[src/hw/rtl/opq_pkg.sv]
// Package for the ordered priority queue: transfer structs, action and status
// codes, slot and cell control types. No dependencies.
package opq_pkg;

  localparam int OPQ_DEPTH = 16;

  localparam logic [2:0] ACT_CLEAR      = 3'd0;
  localparam logic [2:0] ACT_APPEND     = 3'd1;
  localparam logic [2:0] ACT_INSERT     = 3'd2;
  localparam logic [2:0] ACT_REMOVE_ID  = 3'd3;
  localparam logic [2:0] ACT_REMOVE_PRI = 3'd4;
  localparam logic [2:0] ACT_POP        = 3'd5;

  localparam logic [1:0] ST_DONE = 2'd0;
  localparam logic [1:0] ST_MISS = 2'd1;
  localparam logic [1:0] ST_FULL = 2'd2;

  typedef struct packed {
    logic [2:0] action;
    logic [7:0] item_id;
    logic [7:0] priority_req;
  } request_t;

  typedef struct packed {
    logic [1:0] status;
    logic [7:0] out_id;
    logic [7:0] out_priority;
    logic       is_empty;
    logic [4:0] entry_count;
  } result_t;

  typedef struct packed {
    logic       valid;
    logic [7:0] id;
    logic [7:0] pri;
  } slot_t;

  // per-cycle instruction to one cell
  typedef enum logic [2:0] {
    MV_HOLD,
    MV_LEFT,   // take the slot of the neighbor toward the head
    MV_RIGHT,  // take the slot of the neighbor toward the tail
    MV_NEW,    // load the incoming entry
    MV_CLEAR
  } cell_move_t;

  // local compare results, all gated by the slot's valid bit
  typedef struct packed {
    logic pri_ge;
    logic pri_le;
    logic pri_eq;
    logic id_eq;
  } cell_flags_t;

endpackage

[src/hw/rtl/opq_cell.sv]
// One slot of the queue: holds an entry, compares it against the key and
// moves to/from its neighbors. Depends on opq_pkg.
module opq_cell (
  input  logic                clk,
  input  logic                rst,
  input  opq_pkg::cell_move_t move,
  input  opq_pkg::slot_t      left,
  input  opq_pkg::slot_t      right,
  input  logic [7:0]          key_id,
  input  logic [7:0]          key_pri,
  output opq_pkg::slot_t      slot,
  output opq_pkg::cell_flags_t flags
);

  always_ff @(posedge clk) begin
    if (rst) begin
      slot.valid <= 1'b0;
    end else begin
      unique case (move)
        opq_pkg::MV_HOLD: ;
        opq_pkg::MV_LEFT:  slot <= left;
        opq_pkg::MV_RIGHT: slot <= right;
        opq_pkg::MV_NEW:   slot <= '{valid: 1'b1, id: key_id, pri: key_pri};
        opq_pkg::MV_CLEAR: slot.valid <= 1'b0;
        default: ;
      endcase
    end
  end

  always_comb begin
    flags.pri_ge = slot.valid && (slot.pri >= key_pri);
    flags.pri_le = slot.valid && (slot.pri <= key_pri);
    flags.pri_eq = slot.valid && (slot.pri == key_pri);
    flags.id_eq  = slot.valid && (slot.id == key_id);
  end

endmodule

[src/hw/rtl/opq_prefix.sv]
// Log-depth inclusive prefix OR from bit 0 upward (bit i = OR of din[i:0]).
// Used to locate the first hit in the cell row. No dependencies.
module opq_prefix #(
  parameter int W = 16
) (
  input  logic [W-1:0] din,
  output logic [W-1:0] dout
);

  localparam int LV = (W > 1) ? $clog2(W) : 1;

  logic [W-1:0] lvl [LV+1];

  assign lvl[0] = din;

  for (genvar k = 0; k < LV; k++) begin : g_lvl
    localparam int SH = 1 << k;
    for (genvar i = 0; i < W; i++) begin : g_bit
      if (i >= SH) begin : g_or
        assign lvl[k+1][i] = lvl[k][i] | lvl[k][i-SH];
      end else begin : g_pass
        assign lvl[k+1][i] = lvl[k][i];
      end
    end
  end

  assign dout = lvl[LV];

endmodule

[src/hw/rtl/ordered_priority_queue.sv]
// Top level of the ordered priority queue: a row of opq_cell slots steered by
// prefix scans (opq_prefix). Depends on opq_pkg, opq_cell, opq_prefix.
//
//   port          dir  width        transfer
//   start/request in   1 + 19       at clk edge with start && !busy
//   done/result   out  1 + 24       one cycle, taken at the edge ending it
//
// In each action the accepting edge latches the command; while busy, every cell
// updates at once and the result is registered, then shown with done while
// busy is already low again. Each action is one compare / prefix-scan / shift
// step; a new request can be accepted while the previous result is shown.
// Synchronous reset empties the queue; no clearing pass is needed.
// The receiver cannot stall; results are never held back.
module ordered_priority_queue #(
  parameter int DEPTH = opq_pkg::OPQ_DEPTH
) (
  input  logic              clk,
  input  logic              rst,
  input  logic              start,
  input  opq_pkg::request_t request,
  output logic              busy,
  output logic              done,
  output opq_pkg::result_t  result
);

  localparam int CntW = $clog2(DEPTH + 1);

  opq_pkg::request_t    cmd;
  logic [CntW-1:0]      count;
  logic [CntW-1:0]      count_next;
  opq_pkg::result_t     result_next;

  opq_pkg::slot_t       slots [DEPTH];
  opq_pkg::cell_flags_t flags [DEPTH];
  opq_pkg::cell_move_t  moves [DEPTH];

  logic [DEPTH-1:0] ins_hit, ins_rev, ins_rev_pfx, ins_sfx;
  logic [DEPTH-1:0] rem_hit, rem_pfx, first_hit, pri_eq_vec;
  logic [DEPTH-1:0] id_plane  [8];
  logic [DEPTH-1:0] pri_plane [8];
  logic [7:0]       sel_id, sel_pri;
  logic             full, found;
  logic [CntW+4:0]  count_ext;

  wire accept = start && !busy;

  // ---- cell row ----
  for (genvar i = 0; i < DEPTH; i++) begin : g_cell
    opq_pkg::slot_t lft, rgt;
    if (i == 0) begin : g_head
      assign lft = '0;
    end else begin : g_mid_l
      assign lft = slots[i-1];
    end
    if (i == DEPTH - 1) begin : g_tail
      assign rgt = '0;
    end else begin : g_mid_r
      assign rgt = slots[i+1];
    end
    opq_cell u_cell (
      .clk     (clk),
      .rst     (rst),
      .move    (moves[i]),
      .left    (lft),
      .right   (rgt),
      .key_id  (cmd.item_id),
      .key_pri (cmd.priority_req),
      .slot    (slots[i]),
      .flags   (flags[i])
    );
  end

  // ---- hit vectors ----
  always_comb begin
    for (int i = 0; i < DEPTH; i++) begin
      // append treats every held entry as "at least as high", so it lands at the tail
      ins_hit[i]    = (cmd.action == opq_pkg::ACT_INSERT) ? flags[i].pri_ge : slots[i].valid;
      pri_eq_vec[i] = flags[i].pri_eq;
      unique case (cmd.action)
        opq_pkg::ACT_REMOVE_ID:  rem_hit[i] = flags[i].id_eq;
        opq_pkg::ACT_REMOVE_PRI: rem_hit[i] = flags[i].pri_le;
        opq_pkg::ACT_POP:        rem_hit[i] = (i == 0) && slots[i].valid;
        default:                 rem_hit[i] = 1'b0;
      endcase
      ins_rev[i] = ins_hit[DEPTH-1-i];
    end
  end

  // insert position = one past the last hit, found through a suffix OR
  opq_prefix #(.W(DEPTH)) u_ins_scan (.din(ins_rev), .dout(ins_rev_pfx));
  opq_prefix #(.W(DEPTH)) u_rem_scan (.din(rem_hit), .dout(rem_pfx));

  always_comb begin
    for (int i = 0; i < DEPTH; i++) begin
      ins_sfx[i] = ins_rev_pfx[DEPTH-1-i];
    end
    first_hit[0] = rem_hit[0];
    for (int i = 1; i < DEPTH; i++) begin
      first_hit[i] = rem_hit[i] && !rem_pfx[i-1];
    end
  end

  assign full  = (count >= CntW'(DEPTH));
  // remove by priority stops at the first entry not above the key; equal is required
  assign found = (cmd.action == opq_pkg::ACT_REMOVE_PRI) ? |(first_hit & pri_eq_vec)
                                                         : rem_pfx[DEPTH-1];

  // ---- removed entry select, one AND-OR tree per bit ----
  always_comb begin
    for (int b = 0; b < 8; b++) begin
      for (int i = 0; i < DEPTH; i++) begin
        id_plane[b][i]  = first_hit[i] && slots[i].id[b];
        pri_plane[b][i] = first_hit[i] && slots[i].pri[b];
      end
      sel_id[b]  = |id_plane[b];
      sel_pri[b] = |pri_plane[b];
    end
  end

  // ---- cell moves ----
  always_comb begin
    for (int i = 0; i < DEPTH; i++) begin
      moves[i] = opq_pkg::MV_HOLD;
      if (busy) begin
        case (cmd.action) inside
          opq_pkg::ACT_CLEAR: moves[i] = opq_pkg::MV_CLEAR;
          opq_pkg::ACT_APPEND, opq_pkg::ACT_INSERT: begin
            if (!full) begin
              if (i > 0 && !ins_sfx[(i > 0) ? i - 1 : 0]) begin
                moves[i] = opq_pkg::MV_LEFT;
              end else if (!ins_sfx[i]) begin
                moves[i] = opq_pkg::MV_NEW;
              end
            end
          end
          opq_pkg::ACT_REMOVE_ID, opq_pkg::ACT_REMOVE_PRI, opq_pkg::ACT_POP: begin
            if (found && rem_pfx[i]) moves[i] = opq_pkg::MV_RIGHT;
          end
          default: ;
        endcase
      end
    end
  end

  // ---- result ----
  always_comb begin
    count_next               = count;
    result_next.status       = opq_pkg::ST_DONE;
    result_next.out_id       = '0;
    result_next.out_priority = '0;
    case (cmd.action) inside
      opq_pkg::ACT_CLEAR: count_next = '0;
      opq_pkg::ACT_APPEND, opq_pkg::ACT_INSERT: begin
        if (full) begin
          result_next.status = opq_pkg::ST_FULL;
        end else begin
          result_next.out_id       = cmd.item_id;
          result_next.out_priority = cmd.priority_req;
          count_next               = count + CntW'(1);
        end
      end
      opq_pkg::ACT_REMOVE_ID, opq_pkg::ACT_REMOVE_PRI, opq_pkg::ACT_POP: begin
        if (found) begin
          result_next.out_id       = sel_id;
          result_next.out_priority = sel_pri;
          count_next               = count - CntW'(1);
        end else begin
          result_next.status = opq_pkg::ST_MISS;
        end
      end
      default: ;
    endcase
    count_ext                = {5'b0, count_next};
    result_next.is_empty     = (count_next == '0);
    result_next.entry_count  = count_ext[4:0];
  end

  // ---- control and payload registers ----
  always_ff @(posedge clk) begin
    if (rst) begin
      busy  <= 1'b0;
      done  <= 1'b0;
      count <= '0;
    end else begin
      busy <= accept;
      done <= busy;
      if (busy) count <= count_next;
    end
  end

  always_ff @(posedge clk) begin
    if (accept) cmd <= request;
    if (busy) result <= result_next;
  end

  // ---- assertions ----
  logic [DEPTH-1:0] valid_vec;
  always_comb begin
    for (int i = 0; i < DEPTH; i++) valid_vec[i] = slots[i].valid;
  end

  a_busy_one_cycle: assert property (@(posedge clk) disable iff (rst)
    busy |=> done && !busy)
    else $error("action did not finish in one busy cycle");

  a_count_bound: assert property (@(posedge clk) disable iff (rst)
    count <= CntW'(DEPTH))
    else $error("entry count above capacity");

  a_valid_matches_count: assert property (@(posedge clk) disable iff (rst)
    $countones(valid_vec) == int'(count))
    else $error("valid slots disagree with entry count");

  a_empty_flag: assert property (@(posedge clk) disable iff (rst)
    done |-> (result.is_empty == (count == '0)))
    else $error("empty flag disagrees with entry count");

  a_full_keeps_count: assert property (@(posedge clk) disable iff (rst)
    done && (result.status == opq_pkg::ST_FULL) |-> $stable(count))
    else $error("refused entry changed the count");

endmodule
[config.mk]
export PLATFORM = sky130hd
export DESIGN_NAME = ordered_priority_queue
export DESIGN_NICKNAME = d
export VERILOG_FILES = /design/src/hw/rtl/opq_pkg.sv /design/src/hw/rtl/opq_cell.sv /design/src/hw/rtl/opq_prefix.sv /design/src/hw/rtl/ordered_priority_queue.sv
export SDC_FILE = /design/constraint.sdc
export NUM_CORES = 1
export LEC_CHECK = 0
export BUFFER_PORTS_ARGS = -buffer_cell sky130_fd_sc_hd__clkbuf_2
export CORE_MARGIN = 2
export CORE_UTILIZATION = 41
export DETAILED_ROUTE_END_ITERATION = 10
export GPL_TIMING_DRIVEN = 0
export PLACE_DENSITY_LB_ADDON = 0.05
export SETUP_SLACK_MARGIN = 0.02
export SLEW_MARGIN = 10
export SYNTH_ARGS = -nofsm -noshare
export SYNTH_HDL_FRONTEND = slang
export SYNTH_SLANG_ARGS = --single-unit
[constraint.sdc]
create_clock -name clk -period 13.5 [get_ports clk]
set_input_delay 1.35 -clock clk [delete_from_list [all_inputs] [get_ports clk]]
set_output_delay 1.35 -clock clk [all_outputs]
set_load 0.02 [all_outputs]
* Yosys cells after proc, flatten, opt, wreduce, memory -nomap -nowiden
Cells that the tools add are included.
** Word-level totals
- Flip-flop bits (word level) :: 322
- Input port bits :: 22
- Output and inout bits :: 26
- Logic and storage cells :: 937
** Operators by class
- Add/subtract/negate cells :: 2
- Magnitude comparators :: 33
- Eq/ne operators :: 101
- Mux-type cells :: 203
- Bitwise logic cells :: 100
- Reductions and logical operators :: 439
** Operator list (number)
- $pmux 16 s3 :: 16
- $logic_and 1x1->1 :: 352
- $reduce_or 16->1 :: 17
- $eq 8x8->1 :: 32
- $mux 2 :: 78
- $mux 3 :: 50
- $ge 8x8->1 :: 16
- $le 8x8->1 :: 16
- $eq 3x2->1 const B :: 34
- $or 1x1->1 :: 98
- $pmux 1 s4 :: 14
- $reduce_bool 4->1 :: 14
- $eq 3x3->1 const B :: 18
- $reduce_bool 3->1 :: 18
- $eq 3x1->1 const B :: 17
- $mux 16 :: 2
- $reduce_and 2->1 :: 16
- $pmux 1 s2 :: 15
- $mux 5 :: 5
- $mux 1 :: 18
- $mux 18 :: 1
- $mux 17 :: 1
- $and 16x16->16 :: 1
- $logic_not 1->1 :: 16
- other kinds (9) :: 13

* Logic depth before layout (Yosys ltp)
- Word-level depth :: 21
- Mapped depth :: 18

* By module
A second synthesis with hierarchy kept.
** Unflattened totals
- Cells, all modules :: 2538
- Area, all modules :: 24689.9 sq um
** By module, submodules not included
- opq_cell (g_cell[0].u_cell ...) :: times used 15, cells each 123, area each 1218.7 sq um, seq. area each 500.5 sq um
- ordered_priority_queue :: times used 1, cells each 525, area each 4852.2 sq um, seq. area each 1431.4 sq um
- opq_cell (g_cell[7].u_cell) :: times used 1, cells each 122, area each 1212.4 sq um, seq. area each 500.5 sq um
- opq_prefix :: times used 2, cells each 23, area each 172.7 sq um, seq. area each 0.0 sq um

* Least setup slack after synthesis
OpenSTA, ideal clock, no wires.
- Path kind :: register to register
- From :: reg cmd[1] (netlist name)
- To :: reg g_cell[6].u_cell.slot[0] (netlist name) (enable)
- Arrival time :: 4.560 ns
- Data required time :: 13.106 ns
- Slack :: 8.546 ns
- Stages on the path, launching flop included :: 15
- Path buffers :: 2
- Cell sequence :: edfxtp_1 -> clkinv_1 -> ha_1 -> nor2b_1 -> o211ai_1 -> a21oi_1 -> o41ai_4 -> nand4_1 -> or3_1 -> nor2_1 -> and2_1 -> buf_4 -> buf_4 -> nand2_1 -> a21oi_1
** Between the ends
- Word-level cells in the longest chain between the ends :: 21
- Elaborated cells on any way between the ends :: 228
** Ends and longest elaborated chain
- start: declaration :: line ordered_priority_queue.sv:28 : opq_pkg::request_t cmd;
- start signal: assignment :: line ordered_priority_queue.sv:192 : if (accept) cmd <= request;
- $le 8x8->1 :: line opq_cell.sv:32 : flags.pri_le = slot.valid && (slot.pri <= key_pri);
- $logic_and 1x1->1 :: line opq_cell.sv:32
- $pmux 1 s2 :: line ordered_priority_queue.sv:79 : unique case (cmd.action)
- $or 1x1->1 (4 in series) :: line opq_prefix.sv:20 : assign lvl[k+1][i] = lvl[k][i] | lvl[k][i-SH];
- $logic_not 1->1 :: line ordered_priority_queue.sv:99 : first_hit[i] = rem_hit[i] && !rem_pfx[i-1];
- $logic_and 1x1->1 :: line ordered_priority_queue.sv:99
- $and 16x16->16 :: line ordered_priority_queue.sv:105 : assign found = (cmd.action == opq_pkg::ACT_REMOVE_PRI) ? |(first_hit & pri_eq_vec)
- $reduce_or 16->1 :: line ordered_priority_queue.sv:105
- $mux 1 :: line ordered_priority_queue.sv:105
- $logic_and 1x1->1 :: line ordered_priority_queue.sv:137 : if (found && rem_pfx[i]) moves[i] = opq_pkg::MV_RIGHT;
- $mux 2 :: line ordered_priority_queue.sv:137
- $mux 3 :: line ordered_priority_queue.sv:125 : case (cmd.action) inside
- $mux 3 (*) (2 in series) :: line ordered_priority_queue.sv:125
- $mux 3 (*) :: line ordered_priority_queue.sv:124 : if (busy) begin
- $eq 3x1->1 / $eq 3x2->1 (equally long branches) :: line opq_cell.sv:19 : unique case (move)
- $reduce_bool 3->1 (no line) (*)
- $reduce_and 2->1 (no line) (*)
- end signal: assignment :: line opq_cell.sv:21 : opq_pkg::MV_LEFT: slot <= left;
- end signal: assignment :: line opq_cell.sv:22 : opq_pkg::MV_RIGHT: slot <= right;
- end signal: assignment :: line opq_cell.sv:23 : opq_pkg::MV_NEW: slot <= '{valid: 1'b1, id: key_id, pri: key_pri};
- end: declaration :: line opq_cell.sv:11 : output opq_pkg::slot_t slot,
Mark *: on every way between the ends. The rest lies on a longest branch, timed or not.
A chain may end at the register's enable or synchronous reset.

* Worst setup path after layout
- From :: reg cmd[7] (netlist name)
- To :: reg g_cell[14].u_cell.slot[8] (netlist name) (enable)
** Between the ends
- Word-level cells in the longest chain between the ends :: 21
- Elaborated cells on any way between the ends :: 188
** Ends and longest elaborated chain (line)
- $le 8x8->1 :: opq_cell.sv:32
- $logic_and 1x1->1 :: opq_cell.sv:32
- $pmux 1 s2 :: ordered_priority_queue.sv:79
- $or 1x1->1 (4 in series) :: opq_prefix.sv:20
- $logic_not 1->1 :: ordered_priority_queue.sv:99
- $logic_and 1x1->1 :: ordered_priority_queue.sv:99
- $and 16x16->16 :: ordered_priority_queue.sv:105
- $reduce_or 16->1 :: ordered_priority_queue.sv:105
- [2 not listed]
- $mux 2 :: ordered_priority_queue.sv:137
- $mux 2 :: ordered_priority_queue.sv:125
- $mux 2 (*) :: ordered_priority_queue.sv:125
- $mux 3 (*) :: ordered_priority_queue.sv:125
- $mux 3 (*) :: ordered_priority_queue.sv:124
- $eq 3x1->1 / $eq 3x2->1 (equally long branches) :: opq_cell.sv:19
- $reduce_bool 3->1 (no line) (*)
- $reduce_and 2->1 (no line) (*)
- end signal: assignment :: opq_cell.sv:21
- end signal: assignment :: opq_cell.sv:22
- end signal: assignment :: opq_cell.sv:23
- end: declaration :: opq_cell.sv:11
Marks and branches as above.

==> results.tsv <==
stage	metric	value	unit
run_status	outcome	finished clean	
timing	post-route-period-util	53.40	%
routing	routed_wirelength	107300	um
min_path	min-delay-start	count[3]	
power_and_ir_drop	p_leak	9.589	nW
place	routabilityCongestion	0.9845	
cts	numCtsBuffers	40	
cts	tritoncts_num_sinks	322	
cts	cts_resized	0	
cts	cts.path.max_buffers	3	
worst_setup_path	crit_required	13.79	ns
timing	maxSlewHeadroom	9.537	%
global_route	track_usage	35.42	%
cells_and_area	area_growth	10.85	%
cts	clock_tree.htree_level_count	2	
timing	period_minus_slack	7.209	ns
timing	worst-slew-pin-transition	1.349	ns
worst_setup_path	timing_worst_setup_path_type	reg2reg	
worst_setup_path	worstReg2RegStart	cmd[7]	
cells_and_area	nFillCells	5551	
global_route	grt_overflow_total	0	
global_route	antenna_found_initial	2	
cells_and_area	antenna_cells	0	
place	placed_cells	3183	
die	dieArea	0.05948	mm2
timing	final.setup.tns	0	ns
routing	vias_per_cell	6.620	
die	design.core.area	0.05660	mm2
routing	drtAntennaViolNets	0	
yosys	ys.warnings.count	0	
die	die_height	243.9	um
routing	num_vias	21527	
routing	routed_wire_length_per_instance	33.00	um
die	rows	87	
routing	detail_route.first_pass.iterations	6	
cts	post-cts-setup-buffer-count	0	
yosys	synth.yosys.seq_area_share	40.01	%
global_route	first_global_vias	20258	
global_route	grt_pass1_wl	151500	um
timing	setup_ws	6.291	ns
flow_run	maxCapViolations	0	
routing	detail_route.drc_violations	0	
cts	cts_tree	built	
cells_and_area	final_common_cell	edfxtp_1	
global_route	grt_start_max_net_pins	27	
yosys	async_flop_share	0	%
yosys	synth_nets	2521	
timing	timing_max_transition_violations_final	0	
timing	fmaxAchievable	138.7	MHz
cells_and_area	design.final.nets	2621	
cells_and_area	layout.cells.most_common_list	edfxtp_1, a21oi_1, nand2_1	
cts	path_clk_slew	0.06	ns
worst_setup_path	launching_instance_or_port_of_the_critical_path	cmd[7]	
yosys	ys_seq_elements	322	
place	port_buffers	46	
cells_and_area	layout-drive-gt1-share	14.26	%
min_path	holdPathStages	2	
yosys	ys_types	104	
power_and_ir_drop	power.density_cell_area	99.13	mW/mm2
cells_and_area	stdcell_count	3252	
worst_setup_path	crit_path_end_kind	flop	
yosys	synth_area_per_cell	9.959	um2
routing	dr.first_iter.drc_count	2737	
timing	timing_hold_violations_final	0	
worst_setup_path	worstSetupStartpointType	flop	
place	detailedPlace.worstSlack	6.360	ns
place	detailedPlacementHpwl	82580	um
timing	rsz_0062_raised_after_global_routing	false	
cts	worst_skew_pair.late_latency	0.60	ns
cts	clk_root_buffer_cell	clkbuf_16	
yosys	synth_edf_count	299	
min_path	worst_hold_path_type	reg2reg	
timing	timing.clock.skew	0.02059	ns
timing	setup_violations	0	
die	start_util	41.68	%
worst_setup_path	rr_worst_depth	16	
yosys	synth-main-ff-cell	edfxtp_1	
yosys	post_synth_inst_count	2369	
die	num_io_pins	48	
die	die_w	243.9	um
worst_setup_path	critical_path_arrival	7.50	ns
yosys	synth_area	0.02359	mm2
power_and_ir_drop	vdd_ir_drop_max	0.00008679	V
cts	cts-hold-fix-buffers	0	
worst_setup_path	path_max_fanout	23	
[metrics by stage]
step	total power, mW	utilization (%)	hold WS [ns]	instance area (um2)
after detailed placement	1.578	44.16	0.5597	25000
after floorplan	1.420	-	0.5177	23590
final	2.593	46.20	0.5761	26150
after CTS	2.588	46.19	0.5685	26150
after global placement	1.567	43.76	0.5416	24770
after global routing	2.668	46.20	0.6167	26150
[cell usage after synthesis (all sizes together), types with 75 or more instances]
library cell | number | area, um2
nor2 | 187 | 711.9
mux2 | 124 | 1426
edfxtp | 299 | 8979
ha | 130 | 1627
nand4 | 77 | 496.7
a21oi | 225 | 1145
nand2 | 214 | 820.8
clkbuf | 97 | 364.1
mux2i | 114 | 1141
xnor2 | 82 | 718.2
o21ai | 101 | 516.8
buf | 75 | 486.7
[layout make-up]
type | count | area (um2) | area share (%)
multi-input cells | 1818 | 13170 | 50.34
flip-flops and latches | 322 | 9440 | 36.10
clock buffers | 55 | 1057 | 4.043
well taps | 756 | 945.9 | 3.617
plain buffers | 172 | 852.1 | 3.258
repair buffers | 58 | 380.4 | 1.454
inverters | 57 | 219.0 | 0.8372
clock inverters | 14 | 91.34 | 0.3492
[path summary, 6_finish.rpt]
| check | endpoint | slack [ns] |
|---|---|---|
| setup / recovery | g_cell[14].u_cell.slot[8] | 6.29 |
| hold / removal | count[3] | 0.58 |
| setup reg to reg | g_cell[14].u_cell.slot[8] | 6.29 |
| hold reg to reg | count[3] | 0.58 |
[critical path, stage by stage (launching register included)]
cell      delay, ns
edfxtp_1       0.34
clkinv_1       1.00
ha_1           0.81
nand2_1        0.05
o21ai_0        0.32
nor3b_1        0.27
a311oi_2       0.12
nor3_2         0.48
nand4_1        0.38
a211oi_1       0.56
o21a_1         0.41
nor3_4         0.18
o32ai_2        0.51
clkbuf_1       0.60
inv_1          0.13
a21oi_2        0.44
buf_8          0.24
[cell families after synthesis]
logic type                 share of synthesized area, %
xor gates and xnor gates                          4.789
DFF                                               40.01
and+or+nand+nor                                   13.77
adders and majority gates                         6.894
muxes                                             10.88
buffers and inverters                             4.513
AOI/OAI and AO/OA                                 19.15
[flip-flops by register name, indices dropped and copies added (netlist names)]
| name | count |
|---|---|
| g_cell.u_cell.slot | 272 |
| result | 24 |
| cmd | 19 |
| count | 5 |
| busy | 1 |
| done | 1 |
[per-layer routing]
metal | up-vias | track usage (%) | wire length, um
met5 | - | 0 | 9
met4 | 2 | 13.18 | 4188
met3 | 210 | 7.568 | 10750
met2 | 1264 | 52.29 | 45670
met1 | 10762 | 50.70 | 46690
li1 | 9289 | - | -
[where the power goes]
| group | internal [mW] | total (mW) | switching, mW |
|---|---|---|---|
| Sequential | 1.11 | 1.14 | 0.0304 |
| Clock | 0.549 | 1.02 | 0.472 |
| Combinational | 0.140 | 0.429 | 0.288 |
No activity file was read; power rests on OpenSTA's default activity.
